[config.mk]
export PLATFORM = sky130hd
export DESIGN_NAME = trv_ctrl
export DESIGN_NICKNAME = d
export VERILOG_FILES = /design/src/hdl/trv_pkg.sv /design/src/hdl/trv_ctrl.sv
export SDC_FILE = /design/constraint.sdc
export NUM_CORES = 1
export LEC_CHECK = 0
export BUFFER_PORTS_ARGS = -buffer_cell sky130_fd_sc_hd__buf_2
export CELL_PAD_IN_SITES_DETAIL_PLACEMENT = 0
export CELL_PAD_IN_SITES_GLOBAL_PLACEMENT = 2
export CORE_AREA = 2 2 39 41
export CTS_BUF_LIST = sky130_fd_sc_hd__clkbuf_4
export DETAILED_ROUTE_END_ITERATION = 16
export DIE_AREA = 0 0 41 43
export GPL_ROUTABILITY_DRIVEN = 0
export PLACE_DENSITY_LB_ADDON = 0.1
export SETUP_SLACK_MARGIN = 0.2
export SLEW_MARGIN = 20
export SYNTH_ARGS = -nofsm -noshare
export SYNTH_HDL_FRONTEND = slang
export SYNTH_SLANG_ARGS = --single-unit
[constraint.sdc]
create_clock -name clk -period 1.9 [get_ports clk]
set_input_delay 0.285 -clock clk [delete_from_list [all_inputs] [get_ports clk]]
set_output_delay 0.285 -clock clk [all_outputs]
set_load 0.03 [all_outputs]
[src/hdl/trv_pkg.sv]
// ----------------------------------------------------------------------------
// trv_pkg
// Shared types and codes for the timestamp range validator.
// ----------------------------------------------------------------------------
`default_nettype none

package trv_pkg;

    localparam int TABLE_ENTRIES = 64;
    localparam int IDX_W         = $clog2(TABLE_ENTRIES);

    localparam logic [3:0] CMD_INSERT  = 4'd0;
    localparam logic [3:0] CMD_RELEASE = 4'd1;
    localparam logic [3:0] CMD_READ    = 4'd2;
    localparam logic [3:0] CMD_SET_LO  = 4'd3;
    localparam logic [3:0] CMD_SET_UP  = 4'd4;
    localparam logic [3:0] CMD_SET_ST  = 4'd5;
    localparam logic [3:0] CMD_OPEN    = 4'd6;
    localparam logic [3:0] CMD_CHK_W   = 4'd7;
    localparam logic [3:0] CMD_CHK_R   = 4'd8;
    localparam logic [3:0] CMD_CHK_WW  = 4'd9;
    localparam logic [3:0] CMD_END     = 4'd10;
    localparam logic [3:0] CMD_BOUND   = 4'd11;

    localparam logic [1:0] ST_RUNNING   = 2'd0;
    localparam logic [1:0] ST_VALIDATED = 2'd1;
    localparam logic [1:0] ST_COMMITTED = 2'd2;
    localparam logic [1:0] ST_ABORTED   = 2'd3;

    localparam logic [1:0] RES_OK      = 2'd0;
    localparam logic [1:0] RES_ABORT   = 2'd1;
    localparam logic [1:0] RES_MISSING = 2'd2;
    localparam logic [1:0] RES_FULL    = 2'd3;

    // controller to datapath
    typedef struct packed {
        logic load;     // capture input transfer
        logic search;   // run associative search
        logic execute;  // update table and form result
    } trv_cmd_t;

    // datapath to controller
    typedef struct packed {
        logic done;
    } trv_stat_t;

endpackage

`default_nettype wire

[src/hdl/trv_ctrl.sv]
// ----------------------------------------------------------------------------
// trv_ctrl
// Sequencer: accept, search, execute, present result.
// ----------------------------------------------------------------------------
`default_nettype none

module trv_ctrl (
    input  wire logic              clk,
    input  wire logic              rst_n,
    input  wire logic              in_valid,
    output logic                   in_ready,
    output logic                   out_valid,
    input  wire logic              out_ready,
    output trv_pkg::trv_cmd_t      cmd,
    input  wire trv_pkg::trv_stat_t stat
);

    localparam logic [1:0] S_IDLE   = 2'd0;
    localparam logic [1:0] S_SEARCH = 2'd1;
    localparam logic [1:0] S_EXEC   = 2'd2;

    logic [1:0] state_reg, state_next;
    logic       ovalid_reg, ovalid_next;

    // result may wait in output register while next item is searched
    assign in_ready    = (state_reg == S_IDLE);
    assign out_valid   = ovalid_reg;
    assign cmd.load    = in_valid && in_ready;
    assign cmd.search  = (state_reg == S_SEARCH);
    assign cmd.execute = (state_reg == S_EXEC) && (!ovalid_reg || out_ready);

    always_comb
    begin
        state_next  = state_reg;
        ovalid_next = ovalid_reg;
        if (ovalid_reg && out_ready)
            ovalid_next = 1'b0;
        case (state_reg)
            S_IDLE:
                if (in_valid)
                    state_next = S_SEARCH;
            S_SEARCH:
                state_next = S_EXEC;
            S_EXEC:
                if (cmd.execute && stat.done)
                begin
                    state_next  = S_IDLE;
                    ovalid_next = 1'b1;
                end
            default:
                state_next = S_IDLE;
        endcase
    end

    always_ff @(posedge clk or negedge rst_n)
    begin
        if (!rst_n)
        begin
            state_reg  <= S_IDLE;
            ovalid_reg <= 1'b0;
        end
        else
        begin
            state_reg  <= state_next;
            ovalid_reg <= ovalid_next;
        end
    end

endmodule

`default_nettype wire

==> flow_metrics.tcl <==
set metrics [dict create \
    initial_utilization_pct 10.4 \
    hold_buffers 1 \
    worstPathRequired_ns 1.62 \
    wl_per_cell_microns 7.91 \
    reg2reg_depth 2 \
    clk_latency_ns 0.23 \
    layout-drive-gt1-share_pct 53.6 \
    tightest_slew_ns 0.225 \
    min_period_ns 1.43 \
    grt_pass1_vias 149 \
    cts_buffer_depth 2 \
    grt_use_total_pct 5.73 \
    syn-num-nets 19 \
    dieArea_sq_mm 0.00176 \
    hold-path-endpoint "state_reg[0]" \
    nNetsFinal 34 \
    rows 14 \
    crit_arrival_ns 1.15 \
    num_vias 142 \
    cp-end-kind "primary output" \
    largest_reg_flops 2 \
    portBuffers 9 \
    grt_first_pass_wirelength_microns 579 \
    startpoint "out_valid" \
    hpwl_microns 293 \
    die_w_microns 41 \
    layout_commonest_cell "buf_2" \
    avgSynthCellArea_sq_um 10.3 \
    holdCritStartpoint "in_valid" \
    yosys.area.top_type "dfrtp_1" \
    firstDrtPassIters 2 \
    grt_max_degree 6 \
    synth_top_area_share_pct 52.2 \
    slowest_stage "dfrtp_1" \
    wirelength_microns 348 \
    synth_area_sq_um 144 \
    cts_tree "yes" \
    period_share_pct 75.3 \
    cp_top_family "flip-flops" \
    maxSlewViolCount 0 \
    setup_viol 0 \
    viasPerCell 3.23 \
    cts-root-buf "clkbuf_4" \
    die_h_microns 43 \
    status "finished, final reports clean" \
    ir_drop_mv 0.308 \
    r2r-start "out_valid" \
    rsz0062_at_grt "false" \
    fin_skew_ns 0.00215 \
    drc_errors 0 \
    max_stage_delay_ns 0.36 \
    io_pins 10 \
    r2r_slack_ns 0.98 \
    synth_cells 14 \
    final_cell_mix "9 x buf_2, 4 x clkbuf_4, 3 x dfrtp_1" \
    utilization_pct 18.0 \
    cts_resized 0 \
    synth-seq-area-share_pct 52.2 \
    drt-initial-drc-count 1 \
    synth_seq_cells 3 \
    area_growth_syn_to_layout_pct 73.0 \
    clock.fmax_mhz 699 \
    hold_path.class "input port to flop" \
    hold_path_depth 2 \
    power_mw 0.418 \
    h-tree-depth 1 \
    finalSetupTns_ns 0 \
    powerDensity_mw_per_mm2 1680 \
    globalRouteOverflowTotal 0 \
    yosys-top-cells-area "dfrtp_1 52%, and2_1 8.7%, o31a_2 7.0%" \
    leakage_nw 0.134 \
    cts.clk_slew.worst_paths_ns 0.04 \
    post-cts-setup-buffers 0 \
    max_cap_violations 0 \
    r2r-end "state_reg[1]" \
    final_area_sq_um 249 \
    numCtsBuffers 3 \
    grt_antenna_before_repair 0 \
    yosysWarnings 0 \
    crit_path_cell_trace "nor2b_1 > nor3b_1 > buf_2" \
    ant_nets 0 \
    crit_type "flop to primary output" \
    diodes 0 \
    critPathBufInv 1 \
    hold_violations 0 \
    start_kind "flop" \
    clock_sinks 3 \
    place_area_sq_um 209 \
    synth_cell_types 9 \
    cp_max_fo 3 \
    slew-limit-headroom_pct 85.0 \
    coreArea_sq_mm 0.00138 \
]
[Yosys cell counts]
cell / n
a31o_2: 1
and2_1: 2
o31a_2: 1
xor2_1: 1
inv_1: 2
dfrtp_1: 3
nor3b_1: 1
nor2_1: 2
nor2b_1: 1
[final cells by class]
type / count / area, sq um
clock buffer: 4 / 30.0
fill: 160 / 1130
inverter: 2 / 7.51
multi-input combinational: 9 / 61.3
sequential: 3 / 75.1
tap: 16 / 20.0
timing repair buffer: 10 / 55.1
[cells by family (layout without fill, tap and decap cells)]
| logic type | count (synthesis) | after routing | share of synthesized area (%) |
|---|---|---|---|
| flops | 3 | 3 | 52.2 |
| simple gates | 6 | 6 | 23.5 |
| compound gates | 2 | 2 | 13.0 |
| xor+xnor | 1 | 1 | 6.09 |
| buf+inv | 2 | 16 | 5.22 |
[metrics by stage]
step	instances	setup slack (ns)	hold WS, ns
finish	44	0.470	0.275
detailed placement	39	0.686	0.0850
floorplan	14	0.216	-0.0106
global route	44	0.396	0.273
CTS	44	0.430	0.267
global placement	39	0.716	0.0840
[power by group]
group	total [mW]	internal [mW]	switching [mW]
sequential	0.108	0.0858	0.0222
clock	0.123	0.0927	0.0304
combinational	0.187	0.0680	0.118
[how the worst max path moves through the flow]
stage | to | slack [ns] | depth (start not counted)
floorplan | cmd[0] | 0.22 | 2
global placement | cmd[0] | 0.72 | 3
detailed placement | cmd[0] | 0.69 | 3
CTS | cmd[0] | 0.43 | 3
global route | cmd[0] | 0.40 | 3
finish | cmd[0] | 0.47 | 3
[layer usage]
metal,track usage [%],vias up,routed length (microns)
met2,7.50,3,202
li1,-,72,-
met4,8.00,0,0
met3,4.71,0,23
met5,0,-,0
met1,3.88,67,122
(Power assumes the default switching activity.)
